### src/design/ntbw_pkg.sv
// ntbw_pkg: payload structs and fixed constants for nearest_three_bone_weights.
// No dependencies.
package ntbw_pkg;

  localparam int unsigned IdxBits   = 4;
  localparam int unsigned WgtBits   = 16;
  localparam int unsigned CntBits   = 5;
  localparam int unsigned CoordBits = 16;

  localparam logic CmdLoad  = 1'b0;
  localparam logic CmdQuery = 1'b1;

  typedef struct packed {
    logic                       cmd;
    logic [3:0]                 slot;
    logic signed [CoordBits-1:0] pos_x;
    logic signed [CoordBits-1:0] pos_y;
    logic signed [CoordBits-1:0] pos_z;
  } in_item_t;

  typedef struct packed {
    logic [IdxBits-1:0] idx_first;
    logic [IdxBits-1:0] idx_second;
    logic [IdxBits-1:0] idx_third;
    logic [WgtBits-1:0] weight_first;
    logic [WgtBits-1:0] weight_second;
    logic [WgtBits-1:0] weight_third;
    logic               status;
  } out_item_t;

endpackage

### src/design/ntbw_sqrt.sv
// ntbw_sqrt: iterative floor square root, one result bit per cycle.
// Depends on nothing.
module ntbw_sqrt #(
  parameter int unsigned InBits = 36
) (
  input  logic                clk_i,
  input  logic                rst_ni,
  input  logic                start_i,
  input  logic [InBits-1:0]   val_i,
  output logic                done_o,
  output logic [InBits/2-1:0] root_o
);
  localparam int unsigned RBits = (InBits + 1) / 2;
  localparam int unsigned WBits = 2 * RBits;
  localparam int unsigned SBits = $clog2(RBits + 1);

  logic [WBits-1:0] v_q, v_d;
  logic [RBits-1:0] r_q, r_d;
  logic [RBits+1:0] rem_q, rem_d;
  logic [SBits-1:0] n_q, n_d;
  logic             busy_q, busy_d;
  logic [RBits+1:0] trial;
  logic [RBits+1:0] shifted;

  always_comb begin
    shifted = {rem_q[RBits-1:0], v_q[WBits-1 -: 2]};
    trial   = {r_q, 2'b01};
    v_d = v_q; r_d = r_q; rem_d = rem_q; n_d = n_q; busy_d = busy_q;
    if (start_i) begin
      v_d = WBits'(val_i); r_d = '0; rem_d = '0;
      n_d = SBits'(RBits); busy_d = 1'b1;
    end else if (busy_q) begin
      v_d = {v_q[WBits-3:0], 2'b00};
      if (shifted >= trial) begin
        rem_d = shifted - trial;
        r_d = {r_q[RBits-2:0], 1'b1};
      end else begin
        rem_d = shifted;
        r_d = {r_q[RBits-2:0], 1'b0};
      end
      n_d = n_q - 1'b1;
      if (n_q == SBits'(1)) busy_d = 1'b0;
    end
  end

  always_ff @(posedge clk_i or negedge rst_ni) begin
    if (!rst_ni) begin
      busy_q <= 1'b0;
      n_q <= '0;
    end else begin
      busy_q <= busy_d;
      n_q <= n_d;
    end
  end

  always_ff @(posedge clk_i) begin
    v_q <= v_d; r_q <= r_d; rem_q <= rem_d;
  end

  assign done_o = busy_q && (n_q == SBits'(1));
  assign root_o = r_d[InBits/2-1:0];
endmodule

### src/design/ntbw_frac.sv
// ntbw_frac: restoring fraction divider, floor(num*65536/den) saturated.
// Depends on nothing.
module ntbw_frac #(
  parameter int unsigned DBits = 38
) (
  input  logic             clk_i,
  input  logic             rst_ni,
  input  logic             start_i,
  input  logic [DBits-1:0] num_i,
  input  logic [DBits-1:0] den_i,
  output logic             done_o,
  output logic [15:0]      q_o
);
  logic [DBits:0]   r_q, r_d;
  logic [DBits-1:0] den_q, den_d;
  logic [15:0]      q_q, q_d;
  logic [4:0]       n_q, n_d;
  logic             busy_q, busy_d, sat_q, sat_d;
  logic [DBits:0]   sh;

  always_comb begin
    sh = {r_q[DBits-1:0], 1'b0};
    r_d = r_q; den_d = den_q; q_d = q_q; n_d = n_q; busy_d = busy_q; sat_d = sat_q;
    if (start_i) begin
      r_d = {1'b0, num_i}; den_d = den_i; q_d = '0; n_d = 5'd16; busy_d = 1'b1;
      sat_d = (den_i == '0) ? 1'b0 : (num_i >= den_i);
      if (den_i == '0) r_d = '0;
    end else if (busy_q) begin
      if (den_q != '0 && sh >= {1'b0, den_q}) begin
        r_d = sh - {1'b0, den_q};
        q_d = {q_q[14:0], 1'b1};
      end else begin
        r_d = (den_q == '0) ? '0 : sh;
        q_d = {q_q[14:0], 1'b0};
      end
      n_d = n_q - 1'b1;
      if (n_q == 5'd1) busy_d = 1'b0;
    end
  end

  always_ff @(posedge clk_i or negedge rst_ni) begin
    if (!rst_ni) begin
      busy_q <= 1'b0;
      n_q <= '0;
    end else begin
      busy_q <= busy_d;
      n_q <= n_d;
    end
  end

  always_ff @(posedge clk_i) begin
    r_q <= r_d; den_q <= den_d; q_q <= q_d; sat_q <= sat_d;
  end

  assign done_o = busy_q && (n_q == 5'd1);
  assign q_o    = sat_q ? 16'hFFFF : q_d;
endmodule

### src/design/nearest_three_bone_weights.sv
// nearest_three_bone_weights: top level, handle table, distance scan and weight sequencer.
// Depends on ntbw_pkg, ntbw_sqrt and ntbw_frac.
//
// Loads write one handle position into the table and return no transaction. A query walks
// handles 0..min(handle_count, MAX_HANDLES)-1, each with a registered table read, then one
// shared squared-distance step with a three-deep sorted insert, then takes three floor square
// roots on one iterative root unit, forms the pair products with one multiplier when three
// handles are kept, and divides out up to three weights on one restoring divider. Queries over
// fewer handles, and the one-handle and zero-distance cases, finish sooner than a full query.
// The input stalls for the whole query. The result sits in an output register and the
// next transaction is taken while it waits, unless the receiver is stalling it; a finished
// query holds in the output state until that register is free. Handle entries that were never
// loaded read as anything. Weights are inverse-distance, Q0.16, saturated at 65535; status
// flags a query with no handles.
module nearest_three_bone_weights
  import ntbw_pkg::*;
#(
  parameter int unsigned MAX_HANDLES = 16
) (
  input  logic      clk_i,
  input  logic      rst_ni,
  input  logic      in_valid_i,
  output logic      in_stall_o,
  input  in_item_t  in_data_i,
  output logic      out_valid_o,
  input  logic      out_stall_i,
  output out_item_t out_data_o,
  input  logic      cfg_valid_i,
  output logic      cfg_ready_o,
  input  logic [CntBits-1:0] cfg_data_i
);
  localparam int unsigned HBits  = (MAX_HANDLES > 1) ? $clog2(MAX_HANDLES) : 1;
  localparam int unsigned HcBits = $clog2(MAX_HANDLES + 1);
  localparam int unsigned DifBits = CoordBits + 1;
  localparam int unsigned SqBits = 2 * CoordBits + 2;
  localparam int unsigned RtBits = SqBits / 2;
  localparam int unsigned PBits  = 2 * RtBits + 2;

  typedef enum logic [7:0] {
    StIdle  = 8'b00000001,
    StRead  = 8'b00000010,
    StDist  = 8'b00000100,
    StSqrt  = 8'b00001000,
    StMul   = 8'b00010000,
    StDiv   = 8'b00100000,
    StOut   = 8'b01000000,
    StWait  = 8'b10000000
  } state_e;

  state_e state_q, state_d;
  logic [CntBits-1:0] count_q;
  logic [HcBits-1:0]  lim_q;
  logic [HcBits-1:0]  h_q;
  logic [1:0]         m_q;
  logic [1:0]         k_q;
  logic               sub_q;

  logic [3*CoordBits-1:0] table_mem [MAX_HANDLES];
  logic [3*CoordBits-1:0] rd_q;
  logic signed [CoordBits-1:0] vx_q, vy_q, vz_q;

  logic [SqBits-1:0] bs_q [3];
  logic [HBits-1:0]  bi_q [3];
  logic [RtBits-1:0] dd_q [3];
  logic [PBits-1:0]  p_q  [3];
  logic [15:0]       w_q  [3];
  logic              out_v_q;
  out_item_t         out_q;

  // output register can take a new result this cycle
  logic out_free;
  assign out_free = !out_v_q || !out_stall_i;

  logic in_acc;
  assign in_acc = in_valid_i && !in_stall_o;
  assign in_stall_o = (state_q != StIdle) || !out_free;
  assign cfg_ready_o = 1'b1;

  always_ff @(posedge clk_i or negedge rst_ni) begin
    if (!rst_ni) count_q <= '0;
    else if (cfg_valid_i) count_q <= cfg_data_i;
  end

  // table write on load, registered read during the scan
  always_ff @(posedge clk_i) begin
    if (in_acc && in_data_i.cmd == CmdLoad && 32'(in_data_i.slot) < MAX_HANDLES)
      table_mem[HBits'(in_data_i.slot)] <= {in_data_i.pos_x, in_data_i.pos_y, in_data_i.pos_z};
    rd_q <= table_mem[h_q[HBits-1:0]];
  end

  // squared-distance unit
  logic signed [DifBits-1:0] dx, dy, dz;
  logic [DifBits-1:0] ax, ay, az;
  logic [2*DifBits-1:0] sx, sy, sz;
  logic [SqBits-1:0]  sq;
  always_comb begin
    dx = DifBits'(vx_q) - DifBits'($signed(rd_q[3*CoordBits-1 -: CoordBits]));
    dy = DifBits'(vy_q) - DifBits'($signed(rd_q[2*CoordBits-1 -: CoordBits]));
    dz = DifBits'(vz_q) - DifBits'($signed(rd_q[CoordBits-1:0]));
    ax = dx[DifBits-1] ? DifBits'(-dx) : DifBits'(dx);
    ay = dy[DifBits-1] ? DifBits'(-dy) : DifBits'(dy);
    az = dz[DifBits-1] ? DifBits'(-dz) : DifBits'(dz);
    sx = ax * ax;
    sy = ay * ay;
    sz = az * az;
    sq = sx + sy + sz;
  end

  // shared root and divider
  logic sq_start, sq_done, dv_start, dv_done;
  logic [RtBits-1:0] root;
  logic [15:0] quo;
  logic [PBits-1:0] dv_num, dv_den, psum;
  assign psum = p_q[0] + p_q[1] + p_q[2];
  assign dv_num = p_q[k_q];
  assign dv_den = psum;

  ntbw_sqrt #(.InBits(SqBits)) u_sqrt (
    .clk_i, .rst_ni, .start_i(sq_start), .val_i(bs_q[k_q]),
    .done_o(sq_done), .root_o(root));
  ntbw_frac #(.DBits(PBits)) u_frac (
    .clk_i, .rst_ni, .start_i(dv_start), .num_i(dv_num), .den_i(dv_den),
    .done_o(dv_done), .q_o(quo));

  // single multiplier for pair products
  logic [RtBits-1:0] ma, mb;
  logic [2*RtBits-1:0] prod;
  always_comb begin
    case (k_q)
      2'd0:    begin ma = dd_q[1]; mb = dd_q[2]; end
      2'd1:    begin ma = dd_q[0]; mb = dd_q[2]; end
      default: begin ma = dd_q[0]; mb = dd_q[1]; end
    endcase
  end
  assign prod = ma * mb;

  assign sq_start = (state_q == StSqrt) && !sub_q;
  assign dv_start = (state_q == StDiv) && !sub_q;

  function automatic logic lim_d_zero();
    return count_q == '0;
  endfunction

  // one handle or nearest at zero distance: full weight, no division
  function automatic logic sq_w_skip();
    return (m_q == 2'd1) || (dd_q[0] == '0);
  endfunction

  always_comb begin
    state_d = state_q;
    case (state_q)
      StIdle:  if (in_acc && in_data_i.cmd == CmdQuery)
                 state_d = (lim_d_zero()) ? StOut : StRead;
      StRead:  state_d = StDist;
      StDist:  state_d = (h_q + 1'b1 >= lim_q) ? StSqrt : StRead;
      StSqrt:  if (sq_done && k_q == 2'd2) state_d = (m_q == 2'd3) ? StMul : StDiv;
      StMul:   if (k_q == 2'd2) state_d = StDiv;
      StDiv:   if (sq_w_skip() || (dv_done && k_q == m_q - 1'b1)) state_d = StOut;
      StOut:   if (out_free) state_d = StWait;
      StWait:  state_d = StIdle;
      default: state_d = StIdle;
    endcase
  end

  always_ff @(posedge clk_i or negedge rst_ni) begin
    if (!rst_ni) begin
      state_q <= StIdle;
      out_v_q <= 1'b0;
      h_q <= '0; m_q <= '0; k_q <= '0; sub_q <= 1'b0; lim_q <= '0;
    end else begin
      state_q <= state_d;
      if (state_q == StOut && out_free) out_v_q <= 1'b1;
      else if (out_v_q && !out_stall_i) out_v_q <= 1'b0;
      case (state_q)
        StIdle: begin
          h_q <= '0; m_q <= '0; k_q <= '0; sub_q <= 1'b0;
          lim_q <= (32'(count_q) > MAX_HANDLES) ? HcBits'(MAX_HANDLES) : HcBits'(count_q);
        end
        StDist: begin
          h_q <= h_q + 1'b1;
          if (m_q != 2'd3) m_q <= m_q + 1'b1;
        end
        StSqrt: begin
          sub_q <= !sq_done;
          if (sq_done) k_q <= (k_q == 2'd2) ? 2'd0 : k_q + 1'b1;
        end
        StMul: k_q <= (k_q == 2'd2) ? 2'd0 : k_q + 1'b1;
        StDiv: begin
          sub_q <= !dv_done;
          if (dv_done) k_q <= k_q + 1'b1;
        end
        default: ;
      endcase
    end
  end

  always_ff @(posedge clk_i) begin
    case (state_q)
      StIdle: begin
        vx_q <= in_data_i.pos_x; vy_q <= in_data_i.pos_y; vz_q <= in_data_i.pos_z;
        for (int i = 0; i < 3; i++) begin
          bs_q[i] <= '0; bi_q[i] <= '0; dd_q[i] <= '0; p_q[i] <= '0; w_q[i] <= '0;
        end
      end
      StDist: begin
        if (m_q < 2'd1 || sq < bs_q[0]) begin
          bs_q[2] <= bs_q[1]; bi_q[2] <= bi_q[1];
          bs_q[1] <= bs_q[0]; bi_q[1] <= bi_q[0];
          bs_q[0] <= sq;      bi_q[0] <= h_q[HBits-1:0];
        end else if (m_q < 2'd2 || sq < bs_q[1]) begin
          bs_q[2] <= bs_q[1]; bi_q[2] <= bi_q[1];
          bs_q[1] <= sq;      bi_q[1] <= h_q[HBits-1:0];
        end else if (m_q < 2'd3 || sq < bs_q[2]) begin
          bs_q[2] <= sq;      bi_q[2] <= h_q[HBits-1:0];
        end
      end
      StSqrt: if (sq_done) begin
        dd_q[k_q] <= root;
        // two kept: P0 = d1, P1 = d0
        if (k_q == 2'd0) p_q[1] <= PBits'(root);
        if (k_q == 2'd1) p_q[0] <= PBits'(root);
      end
      StMul: p_q[k_q] <= PBits'(prod);
      StDiv: begin
        if (sq_w_skip()) w_q[0] <= 16'hFFFF;
        else if (dv_done) w_q[k_q] <= quo;
      end
      StOut: if (out_free) begin
        out_q.idx_first     <= IdxBits'(bi_q[0]);
        out_q.idx_second    <= IdxBits'(bi_q[1]);
        out_q.idx_third     <= IdxBits'(bi_q[2]);
        out_q.weight_first  <= (m_q != '0 && sq_w_skip()) ? 16'hFFFF : w_q[0];
        out_q.weight_second <= w_q[1];
        out_q.weight_third  <= w_q[2];
        out_q.status        <= (m_q == '0);
      end
      default: ;
    endcase
  end

  assign out_valid_o = out_v_q;
  assign out_data_o  = out_q;

  // no new transaction while a query is in flight
  a_no_accept_busy: assert property (@(posedge clk_i) disable iff (!rst_ni)
    (state_q != StIdle) |-> in_stall_o) else $error("accept while busy");
  // result appears only after the output state
  a_out_from_seq: assert property (@(posedge clk_i) disable iff (!rst_ni)
    $rose(out_v_q) |-> $past(state_q) == StOut) else $error("spurious result");
  // kept count never exceeds the number of handles searched so far
  a_kept: assert property (@(posedge clk_i) disable iff (!rst_ni)
    (state_q == StDist) |-> (32'(m_q) <= 32'(h_q))) else $error("kept count");
endmodule
### config.mk
export PLATFORM = sky130hd
export DESIGN_NAME = nearest_three_bone_weights
export DESIGN_NICKNAME = d
export VERILOG_FILES = /design/src/design/ntbw_pkg.sv /design/src/design/ntbw_sqrt.sv /design/src/design/ntbw_frac.sv /design/src/design/nearest_three_bone_weights.sv
export SDC_FILE = /design/constraint.sdc
export NUM_CORES = 2
export LEC_CHECK = 0
export ABC_AREA = 1
export BUFFER_PORTS_ARGS = -buffer_cell sky130_fd_sc_hd__buf_2
export CELL_PAD_IN_SITES_DETAIL_PLACEMENT = 1
export CELL_PAD_IN_SITES_GLOBAL_PLACEMENT = 1
export CORE_ASPECT_RATIO = 1.2
export CORE_MARGIN = 2
export CORE_UTILIZATION = 50
export DETAILED_ROUTE_END_ITERATION = 16
export PLACE_DENSITY_LB_ADDON = 0.1
export SYNTH_ARGS = -nofsm -noshare
export SYNTH_HDL_FRONTEND = slang
export SYNTH_SLANG_ARGS = --single-unit
### constraint.sdc
create_clock -name clk_i -period 16.7 [get_ports clk_i]
set_input_delay 0.835 -clock clk_i [delete_from_list [all_inputs] [get_ports clk_i]]
set_output_delay 0.835 -clock clk_i [all_outputs]
set_load 0.1 [all_outputs]
Yosys cells after proc, flatten, opt, wreduce, memory -nomap -nowiden
Memory sizes are Yosys's and may differ from the RTL's. A register that Yosys moved wholly into a read port is not among the register bits.
Index checks and enable logic that the tools add are counted.
{"block": "word_totals", "register_bits": 255, "ram_bits": 1083, "mem_count": 6}
{"block": "op_classes", "addsub": 18, "multipliers": 4, "order_cmp": 11, "n_eq_ne": 24, "n_mux": 110, "bitwise_logic": 16, "reduce_logical": 49}
{"name": "table_mem", "words": 16, "word_bits": 48, "rd": 1, "rd_clocked_by_memory_dff": 1, "write_ports": 1, "line_no": "nearest_three_bone_weights.sv:58", "text": "logic [3*CoordBits-1:0] table_mem [MAX_HANDLES];"}
{"name": "bs_q", "words": 3, "word_bits": 34, "rd": 4, "rd_clocked_by_memory_dff": 0, "write_ports": 3, "line_no": "nearest_three_bone_weights.sv:62", "text": "logic [SqBits-1:0] bs_q [3];"}
{"name": "p_q", "words": 3, "word_bits": 34, "rd": 4, "rd_clocked_by_memory_dff": 0, "write_ports": 3, "line_no": "nearest_three_bone_weights.sv:65", "text": "logic [PBits-1:0] p_q [3];"}
{"name": "dd_q", "words": 3, "word_bits": 17, "rd": 3, "rd_clocked_by_memory_dff": 0, "write_ports": 3, "line_no": "nearest_three_bone_weights.sv:64", "text": "logic [RtBits-1:0] dd_q [3];"}
{"name": "w_q", "words": 3, "word_bits": 16, "rd": 3, "rd_clocked_by_memory_dff": 3, "write_ports": 3, "line_no": "nearest_three_bone_weights.sv:66", "text": "logic [15:0] w_q [3];"}
{"name": "bi_q", "words": 3, "word_bits": 4, "rd": 3, "rd_clocked_by_memory_dff": 1, "write_ports": 3, "line_no": "nearest_three_bone_weights.sv:63", "text": "logic [HBits-1:0] bi_q [3];"}
{"op": "34-bit two-way mux", "count": 11}
{"op": "36-bit two-way mux", "count": 5}
{"op": "17-bit two-way mux", "count": 9}
{"op": "17-bit by 17-bit multiplier with 34-bit output", "count": 4}
{"op": "34-bit less-than comparator", "count": 3}
{"op": "16-bit two-way mux", "count": 5}
{"op": "36-bit adder", "count": 2}
{"op": "36-bit zero test", "count": 2}
{"op": "34-bit adder", "count": 2}
{"op": "8-bit one-hot mux with 7 select lines", "count": 1}
{"op": "17-bit negation", "count": 3}
{"op": "16-bit by 16-bit subtractor with 17-bit output", "count": 3}
{"op": "1-bit two-way mux", "count": 49}
{"op": "8-bit two-way mux", "count": 5}
{"op": "37-bit by 36-bit greater-or-equal comparator with 1-bit output", "count": 1}
{"op": "36-bit greater-or-equal comparator", "count": 1}
{"op": "36-bit nonzero test", "count": 1}
{"op": "36-bit subtractor", "count": 1}
{"op": "34-bit OR reduction", "count": 1}
{"op": "4-bit two-way mux", "count": 7}
{"op": "5-bit two-way mux", "count": 5}
{"op": "19-bit greater-or-equal comparator", "count": 1}
{"op": "17-bit zero test", "count": 1}
{"op": "17-bit OR reduction", "count": 1}
{"op": "45 further kinds", "count": 108}

Depth between registers and ports, before layout
{"block": "depth", "word_depth": 14, "depth_mapped": 67, "ltp_nobuf": 65}

Modules after synthesis
Synthesis repeated with hierarchy kept, for this count alone.
{"block": "hier_totals", "hier_cells": 11035, "area_unflattened_um2": 106374.5}
{"module": "nearest_three_bone_weights", "n_inst": 1, "cells_per_inst": 9226, "area_per_inst_um2": 93638.6, "seq_area_each_um2": 38503.2}
{"module": "ntbw_frac", "n_inst": 1, "cells_per_inst": 1243, "area_per_inst_um2": 8514.4, "seq_area_each_um2": 2662.6}
{"module": "ntbw_sqrt", "n_inst": 1, "cells_per_inst": 566, "area_per_inst_um2": 4221.5, "seq_area_each_um2": 1851.8}

Worst setup path after synthesis
Ideal clock, no wire load.
{"block": "synth_timing", "kind": "register to register", "startpoint": "register vx_q[0]", "endpoint": "memory bi_q[2][0] (netlist name), enable pin", "t_arrival_ps": 11257, "required_time_ps": 16182, "slack_ps": 4925, "path_stages_with_launch": 56, "path_buffers": 1, "synth_period_minus_slack_ps": 11775, "path_cell_list": "edfxtp_1 > inv_1 > ha_1 > inv_1 > fa_1 > inv_1 > ha_1 > a21boi_0 > nand3_1 > nor2_1 > nand3_1 > nor2_2 > nand3_1 > nor2_2 > o21ai_0 > nand2_2 > inv_2 > nor2_1 > [... 20 more ...] > nand4_1 > nand3_1 > inv_1 > o21ai_0 > xor2_1 > inv_1 > ha_1 > nand2_1 > nor3b_2 > and3_1 > nand4_1 > nand3_1 > nand2_1 > o21ai_0 > nand2_1 > inv_2 > buf_2 > nand2_1"}
{"item": "start: declaration", "line_no": "nearest_three_bone_weights.sv:60", "text": "logic signed [CoordBits-1:0] vx_q, vy_q, vz_q;"}
{"item": "start signal: assignment", "line_no": "nearest_three_bone_weights.sv:200", "text": "vx_q <= in_data_i.pos_x; vy_q <= in_data_i.pos_y; vz_q <= in_data_i.pos_z;"}
{"item": "end: declaration", "line_no": "nearest_three_bone_weights.sv:63"}

==> results.yml <==
status:
  status: "finished, final reports clean"
routing:
  drc: 0
  top_layer_used: "met5"
  drtPass1Iterations: 5
  met2_length_mm: 186
  drt_iter0_drc: 5109
  wl_met3_mm: 14.6
  post_drt_wl_per_cell_um: 25.1
  drt.antenna.violating_nets: 0
  finalWirelength_mm: 354
  met1_length_mm: 129
  vias: 80043
  via_per_inst: 5.68
setup_path:
  startpoint_type: "flip-flop"
  crit_type: "flip-flop to flip-flop"
  cp_max_fo: 38
  critPathCaptureType: "flip-flop"
  cpMostUsedCell: "inv_1"
  cpPeakStageDelay_ns: 0.86
  critPathArrivalTime_ns: 14.65
  worstPathRequired_ns: 17.12
  worstRegToRegCells: 54
  critPathSlowestCell: "nand2_2"
sta:
  clock.fmax_mhz: 70.3
  slew_viol_final: 0
  setup_tns_ns: 0
  hold_ws_ns: 0.0852
  rsz0062_at_grt: "false"
  worst_slew_pin_slew_ns: 1.25
  fin_crit_ns: 14.22
  period_share_pct: 85.2
  setup_viol: 0
  finalHoldViolCount: 0
  skew_ns: 0.0979
  slew_headroom_pct: 16.4
grt:
  track_usage_pct: 32.8
  gr-total-overflow: 0
  grt_max_degree: 189
  antenna_found_initial: 30
  grt_pass1_wl_mm: 532
  grt_pass1_vias: 88157
cells_and_area:
  multiInputGateArea_um2: 53900
  ff_latch_area_um2: 43000
  drive_above_1_share_pct: 6.04
  fillerInstances: 23801
  num-nets-final: 12852
  final_cell_area_um2: 116000
  fin_cells: 14092
  area_growth_pct: 8.58
clock_tree:
  cts.path.max_buffers: 3
  clock_latency_ns: 0.88
  cts_buffers: 151
  cts_hold_buf: 0
  cts_tree: "done"
  cts.sinks: 1472
  clkSlewWorstSetupHoldPaths_ns: 0.06
  cts.htree.levels: 4
  clock-root-buffer: "clkbuf_16"
  cts_setup_buffers: 0
  cts.repair.resized: 0
synthesis:
  synthTopCellsByArea: "edfxtp_1, fa_1, ha_1"
  ys_types: 73
  yosys_warnings: 0
  synth-async-reset-ratio_pct: 2.79
  yosysMostFrequentCell: "inv_1"
  synthCells: 11078
  synth_flop_cell: "edfxtp_1"
  synth_top_area_cell: "edfxtp_1"
  synth_edf_count: 1333
  netlist_area_um2: 106000
  synth_top_area_share_pct: 37.6
  avgSynthCellArea_um2: 9.60
  synth.ff_latch_count: 1472
  yosysSeqAreaShare_pct: 40.4
  synth_common_cells: "inv_1, nand2_1, nor2_1"
min_path:
  hold_class: "input port to async pin"
placed_design:
  gp_congestion: 0.935
  hpwl_mm: 263
  port_buffers: 125
  placed_cell_area_um2: 110000
  dpl.cell_count: 13796
die:
  num_io_pins: 127
  die_area_um2: 217000
  die_h_um: 509
  rows: 185
  die_width_um: 425
  core_um2: 212000
  start_util_pct: 50.3
job:
  cap_violations: 0
## flip-flops by register name, indices dropped and copies added (netlist names), 5 cells and up
register	count
u_sqrt.v_q	34
lim_q	5
u_sqrt.r_q	17
u_frac.den_q	36
bi_q	12
w_q	48
vy_q	16
bs_q	102
h_q	5
state_q	8
u_frac.r_q	36
out_data_o	61
u_sqrt.rem_q	17
rd_q	48
u_sqrt.n_q	5
table_mem	768
count_q	5
p_q	136
vx_q	16
u_frac.n_q	5
dd_q	51
vz_q	16
u_frac.q_q	16
## cell type report
cell class                      instances  share of cell area, %
Antenna cell                           16                 0.0347
Clock buffer                          204                   3.58
Clock inverter                         76                  0.918
Inverter                             2192                   7.14
Multi-Input combinational cell       7081                   46.7
Sequential cell                      1472                   37.2
Tap cell                             2805                   3.04
Timing Repair Buffer                  246                   1.35
## placed cells by master, fill, tap and decap left out, types with 35 or more instances in the layout
cell type  instances
a21oi_1          285
nand2_2           39
nor2_1          1355
o21ai_0          818
xor2_1            86
o21ai_1           38
nand3_1          310
inv_1           2138
o211ai_1          92
xnor2_1           64
conb_1            37
edfxtp_1        1333
nor3_1            41
o22ai_1          142
dfrtp_1           35
clkbuf_16        154
nand4_1           85
clkbuf_1          40
inv_2             40
o221ai_1         148
buf_2            125
dfxtp_1           98
fa_1             963
buf_4            119
ha_1             682
nand2_1         1609
## path summary, 6_finish.rpt
| kind | to | slack [ns] | from |
|---|---|---|---|
| min reg2reg | out_data_o[17]$_DFFE_PP_ | 0.41 | w_q[1][0]$_SDFFCE_PN0P_ |
| min | k_q[1]$_DFFE_PN0P_ | 0.09 | rst_ni |
| min in group clk_i | count_q[1]$_DFFE_PN0P_ | 0.21 | cfg_data_i[1] |
| max in group asynchronous | h_q[2]$_DFFE_PN0P_ | 16.13 | rst_ni |
| max | bs_q[2][0]$_SDFFCE_PN0P_ | 2.48 | vz_q[0]$_DFFE_PP_ |
| max reg2reg | bs_q[2][0]$_SDFFCE_PN0P_ | 2.48 | vz_q[0]$_DFFE_PP_ |
## through the flow
stage          utilization (%)  setup slack, ns
3_3_place_gp              52.1             2.72
6_report                  54.6             2.48
5_1_grt                   54.6             1.55
3_5_place_dp              52.1             2.57
2_1_floorplan                -             4.93
4_1_cts                   54.6             2.50
## worst max-delay path: cells and delay by family, from the launching register on
family / cells / cell delay [ns]
buf+inv: 13 / 1.82
simple gates: 26 / 5.06
fa+ha+maj: 12 / 5.60
xor+xnor: 1 / 0.30
compound gates: 2 / 0.69
flops: 1 / 0.34
## metal layers
layer  global-route usage (%)  vias to the layer above
met5                        0                        -
met4                     20.5                        8
met3                     3.58                      840
met2                     59.7                     2210
met1                     36.6                    41069
li1                         -                    35916
## kinds of logic (layout without fill, tap and decap cells)
group / after synthesis / after routing / share of synthesized area [%]
other cells: 2 / 53 / 0.00706
mux: 1 / 1 / 0.0106
fa+ha+maj: 1645 / 1645 / 26.1
flops: 1472 / 1472 / 40.4
compound gates: 1654 / 1654 / 9.01
xor+xnor: 162 / 162 / 1.45
simple gates: 3582 / 3582 / 13.8
buf+inv: 2560 / 2718 / 9.18
Power is left out: the tool's default activity adds up to more than one toggle a clock period on the data nets, which glitch-free logic cannot reach.
